### src/hw/rtl/lst_pkg.sv
// Shared types and constants for the light spike trigger.
// Used by lst_cell, lst_detect and light_spike_trigger; no dependencies.
package lst_pkg;

  // number of photo sensors: left, right, back
  localparam int SENSORS = 3;
  // width of a sample field on the input channel
  localparam int IN_W = 10;
  // width of a threshold register
  localparam int THRESH_W = 10;
  // width of the speed register
  localparam int SPEED_W = 8;

  // control handed from the top level to every window cell and detector
  typedef struct packed {
    logic load;   // first transaction: fill the whole window with the sample
    logic shift;  // later transaction: shift the sample in, drop the oldest
  } cell_ctl_t;

endpackage

### src/hw/rtl/lst_cell.sv
// One tap of the sample window: holds one sample per sensor.
// Depends on lst_pkg for the control struct and the sensor count.
module lst_cell #(
  parameter int SAMPLE_BITS = 10
) (
  input  logic                                         clk,
  input  lst_pkg::cell_ctl_t                           ctl,
  input  logic [lst_pkg::SENSORS-1:0][SAMPLE_BITS-1:0] fill,
  input  logic [lst_pkg::SENSORS-1:0][SAMPLE_BITS-1:0] prev,
  output logic [lst_pkg::SENSORS-1:0][SAMPLE_BITS-1:0] tap
);

  // load the new sample on priming, otherwise take the neighbor's sample
  always_ff @(posedge clk) begin
    if (ctl.load) begin
      tap <= fill;
    end else if (ctl.shift) begin
      tap <= prev;
    end
  end

endmodule

### src/hw/rtl/lst_detect.sv
// Running window sum, floor average and rise compare for one sensor.
// Depends on lst_pkg for the control struct and the threshold width.
module lst_detect #(
  parameter int WINDOW      = 10,
  parameter int SAMPLE_BITS = 10
) (
  input  logic                         clk,
  input  lst_pkg::cell_ctl_t           ctl,
  input  logic [SAMPLE_BITS-1:0]       sample,
  input  logic [SAMPLE_BITS-1:0]       oldest,
  input  logic [lst_pkg::THRESH_W-1:0] threshold,
  output logic                         rise
);

  localparam int LOG_W  = $clog2(WINDOW);
  localparam int SUM_W  = SAMPLE_BITS + LOG_W;
  // reciprocal with one extra bit of precision: exact floor for any sum
  localparam int SHIFT  = SUM_W + LOG_W;
  localparam int MULT_W = SUM_W + 1;
  localparam int PROD_W = SUM_W + MULT_W;
  localparam logic [MULT_W-1:0] RECIP =
    MULT_W'(((64'd1 << SHIFT) + 64'(WINDOW) - 64'd1) / 64'(WINDOW));
  localparam int CMP_W  = ((SAMPLE_BITS > lst_pkg::THRESH_W) ?
                           SAMPLE_BITS : lst_pkg::THRESH_W) + 1;

  logic [SUM_W-1:0]       window_sum;
  logic [SUM_W-1:0]       window_sum_next;
  logic [PROD_W-1:0]      product;
  logic [SAMPLE_BITS-1:0] average;
  logic [CMP_W-1:0]       limit;

  // update the running sum: full fill on priming, else drop oldest, add new
  always_comb begin
    window_sum_next = window_sum;
    if (ctl.load) begin
      window_sum_next = SUM_W'(SUM_W'(sample) * SUM_W'(WINDOW));
    end else if (ctl.shift) begin
      window_sum_next = window_sum - SUM_W'(oldest) + SUM_W'(sample);
    end
  end

  always_ff @(posedge clk) begin
    window_sum <= window_sum_next;
  end

  // floor average of the stored window through the reciprocal
  assign product = PROD_W'(window_sum) * PROD_W'(RECIP);
  assign average = SAMPLE_BITS'(product >> SHIFT);

  // rise above average beyond the threshold
  assign limit = CMP_W'(average) + CMP_W'(threshold);
  assign rise  = CMP_W'(sample) > limit;

endmodule

### src/hw/rtl/light_spike_trigger.sv
// Top level of the light spike trigger: window chain, detectors, output stage.
// Depends on lst_pkg, lst_cell and lst_detect.
//
// Usage:
//   s_axis carries one tick per transaction with three sensor samples.
//   m_axis returns exactly one result per input transaction: the fire mask,
//   the motor action and the drive speed.
//   cfg_we / cfg_index / cfg_data write the thresholds (index 0..2) and the
//   drive speed (index 3); other indexes are ignored. Write only while idle.
// Timing:
//   m_axis_tvalid rises in the cycle after the input transaction.
//   Throughput is one transaction per cycle while m_axis_tready is high; the
//   window shifts in a chain of WINDOW cells, each sensor keeps a running sum,
//   so the average costs one constant reciprocal multiply per sensor per cycle.
// Reset:
//   rst clears the priming flag, reloads the holdoff count to WINDOW and
//   restores the register defaults. The first transaction fills the window.
//   Firing stays off for the first WINDOW transactions.
// Stall:
//   The result sits in the output register; s_axis_tready is high whenever
//   that register is empty or being drained in the same cycle.
module light_spike_trigger #(
  parameter int WINDOW      = 10,
  parameter int SAMPLE_BITS = 10
) (
  input  logic        clk,
  input  logic        rst,
  // tdata: sample_left [9:0], sample_right [19:10], sample_back [29:20]
  input  logic        s_axis_tvalid,
  output logic        s_axis_tready,
  input  logic [31:0] s_axis_tdata,
  // tdata: fire_mask [2:0], action [5:3], speed [13:6]
  output logic        m_axis_tvalid,
  input  logic        m_axis_tready,
  output logic [15:0] m_axis_tdata,
  input  logic        cfg_we,
  input  logic [2:0]  cfg_index,
  input  logic [9:0]  cfg_data
);

  localparam int NS   = lst_pkg::SENSORS;
  localparam int HO_W = $clog2(WINDOW + 1);

  // register indexes
  localparam logic [2:0] REG_THRESH_LEFT  = 3'd0;
  localparam logic [2:0] REG_THRESH_RIGHT = 3'd1;
  localparam logic [2:0] REG_THRESH_BACK  = 3'd2;
  localparam logic [2:0] REG_DRIVE_SPEED  = 3'd3;

  // register defaults
  localparam logic [lst_pkg::THRESH_W-1:0] THRESH_LEFT_RST  = 10'd60;
  localparam logic [lst_pkg::THRESH_W-1:0] THRESH_RIGHT_RST = 10'd60;
  localparam logic [lst_pkg::THRESH_W-1:0] THRESH_BACK_RST  = 10'd80;
  localparam logic [lst_pkg::SPEED_W-1:0]  SPEED_RST        = 8'd100;

  // motor actions
  localparam logic [2:0] ACT_STOP      = 3'd0;
  localparam logic [2:0] ACT_LEFT      = 3'd1;
  localparam logic [2:0] ACT_RIGHT     = 3'd2;
  localparam logic [2:0] ACT_FORWARD   = 3'd3;
  localparam logic [2:0] ACT_NO_CHANGE = 3'd4;

  // fire mask codes
  localparam logic [2:0] MASK_NONE  = 3'b000;
  localparam logic [2:0] MASK_LEFT  = 3'b001;
  localparam logic [2:0] MASK_RIGHT = 3'b010;
  localparam logic [2:0] MASK_BOTH  = 3'b011;

  logic [NS-1:0][lst_pkg::THRESH_W-1:0] threshold;
  logic [lst_pkg::SPEED_W-1:0]          drive_speed;
  logic                                 primed;
  logic [HO_W-1:0]                      holdoff;
  logic                                 s_fire;
  lst_pkg::cell_ctl_t                   ctl;
  logic [NS-1:0][SAMPLE_BITS-1:0]       sample;
  logic [NS-1:0][SAMPLE_BITS-1:0]       taps [WINDOW];
  logic [NS-1:0]                        rise;
  logic [2:0]                           mask_next;
  logic [2:0]                           action_next;
  logic [2:0]                           fire_mask;
  logic [2:0]                           action;
  logic [lst_pkg::SPEED_W-1:0]          speed;

  // accept whenever the output register is free or draining
  assign s_axis_tready = !m_axis_tvalid || m_axis_tready;
  assign s_fire        = s_axis_tvalid && s_axis_tready;
  assign ctl.load      = s_fire && !primed;
  assign ctl.shift     = s_fire && primed;

  // reduce the samples to the working width
  assign sample[0] = SAMPLE_BITS'(s_axis_tdata[9:0]);
  assign sample[1] = SAMPLE_BITS'(s_axis_tdata[19:10]);
  assign sample[2] = SAMPLE_BITS'(s_axis_tdata[29:20]);

  // configuration writes
  always_ff @(posedge clk) begin
    if (rst) begin
      threshold[0] <= THRESH_LEFT_RST;
      threshold[1] <= THRESH_RIGHT_RST;
      threshold[2] <= THRESH_BACK_RST;
      drive_speed  <= SPEED_RST;
    end else if (cfg_we) begin
      unique case (cfg_index)
        REG_THRESH_LEFT:  threshold[0] <= cfg_data;
        REG_THRESH_RIGHT: threshold[1] <= cfg_data;
        REG_THRESH_BACK:  threshold[2] <= cfg_data;
        REG_DRIVE_SPEED:  drive_speed  <= cfg_data[lst_pkg::SPEED_W-1:0];
        default: ;
      endcase
    end
  end

  // priming flag and holdoff count
  always_ff @(posedge clk) begin
    if (rst) begin
      primed  <= 1'b0;
      holdoff <= HO_W'(WINDOW);
    end else if (s_fire) begin
      primed <= 1'b1;
      if (holdoff != '0) begin
        holdoff <= holdoff - HO_W'(1);
      end
    end
  end

  // window chain: cell 0 takes the new sample, the last cell holds the oldest
  for (genvar k = 0; k < WINDOW; k++) begin : g_cell
    lst_cell #(.SAMPLE_BITS(SAMPLE_BITS)) u_cell (
      .clk  (clk),
      .ctl  (ctl),
      .fill (sample),
      .prev ((k == 0) ? sample : taps[(k == 0) ? 0 : k - 1]),
      .tap  (taps[k])
    );
  end

  // one detector per sensor
  for (genvar i = 0; i < NS; i++) begin : g_det
    lst_detect #(.WINDOW(WINDOW), .SAMPLE_BITS(SAMPLE_BITS)) u_det (
      .clk       (clk),
      .ctl       (ctl),
      .sample    (sample[i]),
      .oldest    (taps[WINDOW-1][i]),
      .threshold (threshold[i]),
      .rise      (rise[i])
    );
  end

  // gate firing during holdoff and map the mask to an action
  always_comb begin
    mask_next = (holdoff == '0) ? rise : MASK_NONE;
    case (mask_next)
      MASK_NONE:  action_next = ACT_STOP;
      MASK_LEFT:  action_next = ACT_LEFT;
      MASK_RIGHT: action_next = ACT_RIGHT;
      MASK_BOTH:  action_next = ACT_FORWARD;
      default:    action_next = ACT_NO_CHANGE;
    endcase
  end

  // output register: hold until the receiver takes the transaction
  always_ff @(posedge clk) begin
    if (rst) begin
      m_axis_tvalid <= 1'b0;
    end else if (s_axis_tready) begin
      m_axis_tvalid <= s_axis_tvalid;
    end
  end

  always_ff @(posedge clk) begin
    if (s_fire) begin
      fire_mask <= mask_next;
      action    <= action_next;
      speed     <= drive_speed;
    end
  end

  assign m_axis_tdata = {2'b00, speed, action, fire_mask};

  // a result with any fire bit must come after the holdoff ran out
  a_fire_after_holdoff: assert property (@(posedge clk) disable iff (rst)
    (m_axis_tvalid && fire_mask != MASK_NONE) |-> (holdoff == '0))
    else $error("fire bit set before holdoff expired");

  // action always matches the mask that was sent
  a_action_matches: assert property (@(posedge clk) disable iff (rst)
    m_axis_tvalid |-> (fire_mask[2] ? (action == ACT_NO_CHANGE)
                                    : (action == fire_mask)))
    else $error("action does not match fire mask");

  // holdoff does not move before the window is primed
  a_holdoff_unprimed: assert property (@(posedge clk) disable iff (rst)
    !primed |-> (holdoff == HO_W'(WINDOW)))
    else $error("holdoff changed before priming");

  // a new result appears only after an input transaction
  a_result_from_input: assert property (@(posedge clk) disable iff (rst)
    $rose(m_axis_tvalid) |-> $past(s_fire))
    else $error("result without input transaction");

endmodule

### config.mk
export PLATFORM = sky130hd
export DESIGN_NAME = light_spike_trigger
export DESIGN_NICKNAME = d
export VERILOG_FILES = /design/src/hw/rtl/lst_pkg.sv /design/src/hw/rtl/lst_cell.sv /design/src/hw/rtl/lst_detect.sv /design/src/hw/rtl/light_spike_trigger.sv
export SDC_FILE = /design/constraint.sdc
export NUM_CORES = 1
export LEC_CHECK = 0
export BUFFER_PORTS_ARGS = -buffer_cell sky130_fd_sc_hd__buf_2
export CAP_MARGIN = 25
export CORE_UTILIZATION = 32
export DETAILED_ROUTE_END_ITERATION = 16
export GPL_TIMING_DRIVEN = 0
export PLACE_DENSITY = 0.49
export SYNTH_ARGS = -nofsm -noshare
export SYNTH_HDL_FRONTEND = slang
export SYNTH_SLANG_ARGS = --single-unit
### constraint.sdc
create_clock -name clk -period 11.4 [get_ports clk]
set_clock_uncertainty 0.2 [all_clocks]
set_input_delay 1.14 -clock clk [delete_from_list [all_inputs] [get_ports clk]]
set_output_delay 1.14 -clock clk [all_outputs]
set_load 0.01 [all_outputs]
Word level (Yosys, flattened, before mapping)

Index checks and enable logic that the tools add are counted.
W data, S select, Z words.

Logic and storage cells: 115
Output and inout port bits: 18
Register bits after elaboration: 400
Bits of input ports: 50

Multiply operators: 6
Order comparisons: 3
Mux-type cells: 28
Eq/ne operators: 6
Reduce and logical (&&, ||, !) cells: 16
Add/sub/neg operators: 10

Operators by type and width:

| kind                     | count |
|---|---|
| $mux W30                 | 20 |
| $mul A14 B15 Y28 const B | 3 |
| $mux W14                 | 6 |
| $add A14 B10 Y14         | 3 |
| $sub A14 B10 Y14         | 3 |
| $mul A10 B3 Y13 const B  | 3 |
| $add A10 B10 Y11         | 3 |
| $gt A10 B11 Y1           | 3 |
| $eq A3 B2 Y1 const B     | 4 |
| $pmux W3 S4              | 1 |
| $reduce_and A2 Y1        | 5 |
| $eq A3 B1 Y1 const B     | 2 |
| $logic_not A3 Y1         | 2 |
| $logic_not A4 Y1         | 1 |
| $reduce_bool A4 Y1       | 1 |
| $sub A4 B1 Y4 const B    | 1 |
| $logic_and A1 B1 Y1      | 3 |
| $mux W3                  | 1 |
| $logic_not A1 Y1         | 2 |
| $reduce_bool A2 Y1       | 1 |
| $logic_or A1 B1 Y1       | 1 |

Longest topological paths before layout

Gate-level depths: netlist (run 1).

Depth after elaboration: 6
Gate-level depth with buffers: 35
Gate-level depth less buffers: 35

Cells and area by module

A second synthesis (run 1) with hierarchy kept.

Cell total of the unflattened synthesis: 2619
Area, all modules: 32015.7 µm²

Modules (own cells, without submodules):

| module                       | seq. area each (µm²) | cells an instance | times used | area each (µm²) |
|---|---|---|---|---|
| lst_cell                     | 900.9                | 64                | 10         | 1278.7 |
| lst_detect at g_det[0].u_det | 410.4                | 597               | 1          | 5696.7 |
| lst_detect at g_det[2].u_det | 410.4                | 599               | 1          | 5683.0 |
| lst_detect at g_det[1].u_det | 410.4                | 590               | 1          | 5660.4 |
| light_spike_trigger          | 1301.2               | 193               | 1          | 2188.3 |

Worst setup path before layout (run 1)

Ideal clock, no wire load.

Path kind: input to register
Start point: input m_axis_tready
End point: register g_cell[0].u_cell.tap[0] (netlist name), enable pin
Stages: 4
Library setup time: 687 ps
Setup slack: 2256 ps
Required time: 10513 ps
Arrival: 8257 ps
Path buffers: 1
Path through: nand2b_1 > nand2_1 > clkbuf_1 > inv_1

Cells in the longest elaborated chain, start to end: 4
Elaborated cells between the ends (all ways): 5
Those cells by class: reduce/logical: 5

RTL lines:

| element                                | RTL line                                             | text |
|---|---|---|
| from (decl)                            | light_spike_trigger.sv:34                            | `input logic m_axis_tready,` |
| $logic_or A1 B1 Y1 *                   | light_spike_trigger.sv:85                            | `assign s_axis_tready = !m_axis_tvalid \|\| m_axis_tready;` |
| $logic_and A1 B1 Y1 *                  | light_spike_trigger.sv:86                            | `assign s_fire = s_axis_tvalid && s_axis_tready;` |
| $logic_and A1 B1 Y1 (on tied branches) | light_spike_trigger.sv:88, light_spike_trigger.sv:87 |  |
| $reduce_bool A2 Y1 (no line) *         | -                                                    |  |
| to (signal assigned)                   | lst_cell.sv:16                                       | `tap <= fill;` |
| to (signal assigned)                   | lst_cell.sv:18                                       | `tap <= prev;` |
| to (decl)                              | lst_cell.sv:10                                       | `output logic [lst_pkg::SENSORS-1:0][SAMPLE_BITS-1:0] tap` |

Every way passes the cells marked *; elsewhere a longest branch is shown, timed or not.
A chain may end at the register's enable or synchronous reset.

Final worst setup path (run 1)

Start point: register g_det[2].u_det.window_sum[11]
End point: register action[0], data pin

Cells in the longest elaborated chain, start to end: 6
Elaborated cells between the ends (all ways): 9
Those cells by class: add/sub: 1; mul: 1; order compare: 1; eq/ne: 3; mux: 2; reduce/logical: 1

RTL lines:

| element                              | RTL line                   | text |
|---|---|---|
| from (decl)                          | lst_detect.sv:26           | `logic [SUM_W-1:0] window_sum;` |
| from (signal assigned)               | lst_detect.sv:43           | `window_sum <= window_sum_next;` |
| $mul A14 B15 Y28 *                   | lst_detect.sv:47           | `assign product = PROD_W'(window_sum) * PROD_W'(RECIP);` |
| $add A10 B10 Y11 *                   | lst_detect.sv:51           | `assign limit = CMP_W'(average) + CMP_W'(threshold);` |
| $gt A10 B11 Y1 *                     | lst_detect.sv:52           | `assign rise = CMP_W'(sample) > limit;` |
| $mux W3 *                            | light_spike_trigger.sv:151 | `mask_next = (holdoff == '0) ? rise : MASK_NONE;` |
| $eq A3 B2 Y1 (tied with other cells) | light_spike_trigger.sv:152 | `case (mask_next)` |
| $pmux W3 S4 *                        | light_spike_trigger.sv:152 |  |
| net action_next[0]                   | light_spike_trigger.sv:79  | `logic [2:0] action_next;` |
| to (signal assigned)                 | light_spike_trigger.sv:173 | `action <= action_next;` |
| to (decl)                            | light_spike_trigger.sv:81  | `logic [2:0] action;` |

Mark *: on every way through the listed nets, which the timed path passes. The rest lies on a longest branch.

==> summary.md, run 1 <==
| Metric | Value |
|---|---|
| WP data arrival | 8.97 ns |
| CP max FO | 6 |
| Post-Syn Instances | 2715 |
| Main synth FF type | edfxtp_1 |
| Post-synth EDFFs | 353 |
| Post-CTS Setup Bufs | 0 |
| Core area | 93900 um2 |
| Starting Density | 0.325 |
| Area of the multi-input gates | 17000 um2 |
| Post-Syn Area | 30500 um2 |
| F_max | 113 MHz |
| Total GRT Usage | 0.153 |
| Min cycle time layout | 8.83 ns |
| Final Util | 0.362 |
| # clock sinks | 400 |
| RSZ-0062 raised after global routing | no |
| Dpl hpwl | 58100 um |
| Root Driver | clkbuf_16 |
| Hold Startpoint | drive_speed[0] |
| Crit-path slowest cell | fa_1 |
| FFs w/ async S/R, synth | 0 |
| Reg-to-Reg End | action[0] |
| H-tree depth | 2 |
| Num CTS Buffers | 44 |
| Die width | 311 um |
| Fin. max-slew vios | 0 |
| Worst Hold Path EP | speed[0] |
| Number of nets with antenna violations after routing | 0 |
| Place WS | 2.58 ns |
| # setup viols final | 0 |
| Via density | 4.73 |
| # fillers | 9329 |
| Hold depth | 0 |
| Hold Vio Cnt, Final | 0 |
| WL per Instance | 17.8 um |
| Number of remaining DRC errors | 0 |
| Post-synthesis sequential area ratio | 0.379 |
| CTS resizes | 0 |
| Area of the die | 96500 um2 |
| Total wire length | 73400 um |
| Max_slew headroom | 0.298 |
| IO Port Bufs | 62 |
| Data required, critical path | 11.54 ns |
| I/O pin count | 68 |
| First-pass GRT wire length | 117000 um |
| Post-cts hold buffer count | 0 |
| Final Non-Filler Cells | 4119 |
| Kind of critical path | reg -> reg |
| FP Rows | 112 |
| Reg2Reg Depth | 32 |
| Tightest Pin Transition | 1.05 ns |
| Layout cell share with drive strength beyond 1 | 0.0545 |
| Reg2reg start | g_det[2].u_det.window_sum[11] |
| Synth Warn # | 0 |
| GP Congestion | 0.857 |
| Starting DRT DRC Count | 1061 |
| Worst Slack Setup Final | 2.57 ns |
| Area grow syn2layout | 11.4% |
| Crit-path max cell delay | 0.57 ns |
| CTS Buffer Depth | 3 |
| Max-cap violations | 0 |
| CTS tree | yes |
| Vias in the first global route | 20700 |
| Cells after DPL | 4036 |
| Outcome | complete, no violations |
| R2R setup slack | 2.57 ns |
| CP endpoint kind | register |
| Hold Crit Class | reg -> reg |
| Clk_lat worst skew | 0.60 ns |
| Post-synthesis cell type count | 61 |
| Fin crit share | 0.775 |
| Setup_tns | 0 ns |
| Post-layout net count | 3542 |
| Pre-antenna DRT Iters | 5 |
| Largest net degree at the start of global routing | 131 |
| Reg area | 11500 um2 |
| Critical Path Start Type | register |
| Clock slew at reported path FFs | 0.06 ns |
| Most common cell on crit path | fa_1 |
| Register bit total from synthesis | 400 |
| Global route overflow | 0 |
| Die Y-Extent | 311 um |
| Average size of a mapped cell | 11.2 um2 |
| Initial antenna violation count | 2 |
| Via count | 19500 |
==> how the worst max path moves through the flow <==
stage,start,endpoint,slack (ns)
6_report,g_det[2].u_det.window_sum[11],action[0],2.57
5_1_grt,g_det[2].u_det.window_sum[11],action[0],1.98
4_1_cts,g_det[2].u_det.window_sum[11],action[0],2.53
3_5_place_dp,g_det[2].u_det.window_sum[11],action[0],2.58
3_3_place_gp,m_axis_tready,g_cell[2].u_cell.tap[14],-1.41
2_1_floorplan,m_axis_tready,g_cell[0].u_cell.tap[0],2.26
==> sequential cells by signal, summed over array words and instances, names as in the netlist <==
signal	cells
action	3
drive_speed	8
fire_mask	3
g_cell.u_cell.tap	300
g_det.u_det.window_sum	42
holdoff	4
m_axis_tvalid	1
primed	1
speed	8
threshold	30
==> through the flow <==
step | cell area (um2) | hold slack, ns
finish | 34000 | 0.227
CTS | 34000 | 0.231
floorplan | 30500 | 0.208
global placement | 32400 | 0.214
detailed placement | 32500 | 0.216
global route | 34000 | 0.238
==> cell families (layout without fill, tap and decap cells) <==
family          after synthesis  after routing  synth area share
fa+ha+maj                   664            664             0.326
other cells                   1              3          0.000123
compound gates              597            597             0.134
flops                       400            400             0.379
mux                          19             19           0.00624
xor+xnor                    117            117            0.0336
buf+inv                     528            676            0.0653
simple gates                389            389            0.0566
==> critical path: cells and delay by family, from the launching register on <==
family	cells	cell delay, ns
compound gates	11	2.34
xor+xnor	2	0.54
fa+ha+maj	9	3.91
buf+inv	4	0.19
flops	1	0.50
simple gates	6	0.87
==> synth_stat cells (12+ instances only) <==
cell type,number,area share
a21oi_1,133,0.022
a21o_1,300,0.074
clkbuf_1,47,0.0058
nor2b_1,15,0.0031
a211oi_1,16,0.0039
nand4_1,12,0.0025
nor2_1,117,0.014
nand2_1,158,0.019
o21ai_0,46,0.0076
mux2i_1,19,0.0062
ha_1,448,0.18
o21a_1,18,0.0044
nor3_1,13,0.0021
o21bai_1,20,0.0049
xor2_1,37,0.011
inv_1,473,0.058
dfxtp_1,47,0.031
fa_1,216,0.14
nand3_1,24,0.0039
xnor2_1,80,0.023
edfxtp_1,353,0.35
==> routing by layer <==
metal,share of wire,track usage
met4,0.024,0.0400
met1,0.46,0.203
met3,0.026,0.0157
met5,0.00012,0
met2,0.49,0.264
==> placed cells by master, fill, tap and decap left out, drive strengths merged, types with 16 or more instances in the layout <==
cell type / instances
nor2: 118
xor2: 37
o21bai: 20
nand3: 24
edfxtp: 353
inv: 477
clkbuf: 104
mux2i: 19
buf: 74
a21o: 300
clkinv: 16
xnor2: 80
o21a: 18
nand2: 158
fa: 216
dfxtp: 47
a211oi: 16
ha: 448
a21oi: 135
o21ai: 47
==> layout make-up <==
cell class                      count  area share
Multi-Input combinational cell   1788       0.499
Sequential cell                   400       0.340
Inverter                          473      0.0525
Tap cell                         1254      0.0462
Clock buffer                       57      0.0354
Timing Repair Buffer               66      0.0119
Clock inverter                     25     0.00847
Buffer                             55     0.00637
Antenna cell                        1   0.0000737
Power of run 1 is left out: the tool's default activity adds up to more than one toggle a clock period on the data nets, which glitch-free logic cannot reach.
==> run 2: changes to the inputs <==
--- a/config.mk
+++ b/config.mk
@@ -10,7 +10,7 @@
 export CORE_UTILIZATION = 32
 export DETAILED_ROUTE_END_ITERATION = 16
 export GPL_TIMING_DRIVEN = 0
-export PLACE_DENSITY = 0.49
+export PLACE_DENSITY = 0.51
 export SYNTH_ARGS = -nofsm -noshare
 export SYNTH_HDL_FRONTEND = slang
 export SYNTH_SLANG_ARGS = --single-unit
==> constraint.sdc (replaced) <==
create_clock -name clk -period 7.8 [get_ports clk]
set_clock_uncertainty 0.2 [all_clocks]
set_input_delay 0.78 -clock clk [delete_from_list [all_inputs] [get_ports clk]]
set_output_delay 0.78 -clock clk [all_outputs]
set_load 0.01 [all_outputs]
==> run 2 against run 1 <==
Effect of this change:
- the flow now finishes with violations (negative setup slack)
- count of clock-buffer cells in the layout fell by 2
- via count barely moved
- die area did not move
- wire length rose by 0.71%
- non-clock buffer count rose by 62
- first-iteration DRC count fell by 22%
- critical endpoint unchanged
==> summary.md, run 2 (same netlist as run 1, synthesis figures left out) <==
| Metric | Value |
|---|---|
| Outcome | finished, violations left |
| Failing checks | negative setup slack |
| Global route overflow | 0 |
| CP endpoint kind | register |
| Kind of critical path | reg -> reg |
| Number of remaining DRC errors | 0 |
| Top flop regs | g_cell.u_cell.tap (300), g_det.u_det.window_sum (42), threshold (30) |
| Final instance area | 35100 um2 |
| Area of the die | 96500 um2 |
| Max-cap violations | 0 |
| CTS Buffer Depth | 3 |
| Crit-path max cell delay | 0.57 ns |
| Layout cell share with drive strength beyond 1 | 0.111 |
| Pre-antenna DRT Iters | 5 |
| Largest Register | g_cell.u_cell.tap |
| Clk_lat worst skew | 0.60 ns |
| Worst Slack Setup Final | -0.0707 ns |
| Starting Density | 0.325 |
| Total GRT Usage | 0.154 |
| Fin. max-slew vios | 0 |
| Dpl hpwl | 57300 um |
| F_max | 127 MHz |
| Largest net degree at the start of global routing | 41 |
| Data required, critical path | 7.94 ns |
| Fin crit share | 1.01 |
| Hold Crit Class | reg -> reg |
| Min cycle time layout | 7.87 ns |
| Root Driver | clkbuf_16 |
| WL per Instance | 17.7 um |
| ANT cells | 0 |
| Post-layout net count | 3607 |
| Crit-path slowest cell | fa_1 |
| CTS tree | yes |
| Core area | 93900 um2 |
| Area of the multi-input gates | 17500 um2 |
| Initial antenna violation count | 4 |
| Largest register FFs | 300 |
| Die Y-Extent | 311 um |
| I/O pin count | 68 |
| IO Port Bufs | 62 |
| Starting DRT DRC Count | 827 |
| # setup viols final | 2 |
| Number of nets with antenna violations after routing | 0 |
| Reg area | 11500 um2 |
| Die width | 311 um |
| Hold depth | 0 |
| Commonest cells after routing, fill and taps aside | 459 x inv_1, 433 x ha_1, 353 x edfxtp_1, 300 x a21o_1, 210 x fa_1 |
| Area grow syn2layout | 15.2% |
| RSZ-0062 raised after global routing | yes |
| # clock sinks | 400 |
| Tightest Pin Transition | 0.965 ns |
| WP data arrival | 8.01 ns |
| Reg2Reg Depth | 29 |
| Critical Path Start Type | register |
| Placement Cell Area | 32600 um2 |
| H-tree depth | 2 |
| Hold Vio Cnt, Final | 0 |
| Most common cell after layout, fill and taps aside | inv_1 |
| Via density | 4.65 |
| # fillers | 9371 |
| Most common cell on crit path | fa_1 |
| First-pass GRT wire length | 116000 um |
| GP Congestion | 0.835 |
| Total wire length | 74000 um |
| Max_slew headroom | 0.357 |
| Vias in the first global route | 20100 |
| FP Rows | 112 |
| CP max FO | 3 |
| Via count | 19500 |
| Clock slew at reported path FFs | 0.07 ns |
| Num CTS Buffers | 47 |
## run 2: changes by cell type in the layout (fill, tap and decap cells not counted), moves of 12 or more
cell	delta
inv_2	+12
a21oi_2	+16
ha_1	-15
inv_1	-13
a21oi_1	-17
buf_4	+56
## run 2: stage by stage
| step | setup WS (ns) | util | TNS [ns] | std cells | hold slack [ns] |
|---|---|---|---|---|---|
| after floorplan | 0.120 | - | 0 | 2716 | 0.208 |
| after global placement | -3.59 | 0.345 | -1204.34 | 4032 | 0.214 |
| after detailed placement | -0.857 | 0.347 | -4.37 | 4042 | 0.217 |
| after CTS | -0.135 | 0.370 | -0.226 | 4162 | 0.210 |
| after global routing | -0.404 | 0.374 | -1.72 | 4184 | 0.223 |
| final | -0.0707 | 0.374 | -0.0744 | 4184 | 0.218 |
## run 2: routing by layer
layer	vias to the layer above	part of all wire	global-route usage
met1	9522	0.48	0.212
met3	96	0.025	0.0165
met4	2	0.022	0.0399
met2	195	0.47	0.257
li1	9659	-	-
met5	-	0.00023	0
## run 2: timing repair
item,in CTS,in global routing
setup endpoints to repair,6,6
pin swaps,76,62
setup buffers,34,23
hold endpoints to repair,0,0
hold buffers,0,0
gates resized for setup,79,47
## run 2: area by class of cell
type | instances | area share
Buffer | 55 | 0.00616
Clock buffer | 55 | 0.0362
Timing Repair Buffer | 128 | 0.0266
Sequential cell | 400 | 0.329
Tap cell | 1254 | 0.0447
Inverter | 473 | 0.0507
Clock inverter | 31 | 0.00869
Multi-Input combinational cell | 1788 | 0.498
## run 2: worst paths after layout
path	startpoint	end	slack (ns)
worst max-delay path	g_det[0].u_det.window_sum[11]	action[0]	-0.07
worst min-delay path	drive_speed[3]	speed[3]	0.22
worst max register to register	g_det[0].u_det.window_sum[11]	action[0]	-0.07
worst min register to register	drive_speed[3]	speed[3]	0.22
## run 2: worst max-delay path: cells and delay by family, from the launching register on
kind	cells	cell delay, ns
compound gates	10	1.84
simple gates	4	0.52
xor+xnor	2	0.30
buf+inv	3	0.13
flops	1	0.45
fa+ha+maj	10	4.20
Power of run 2 is left out for the same reason.
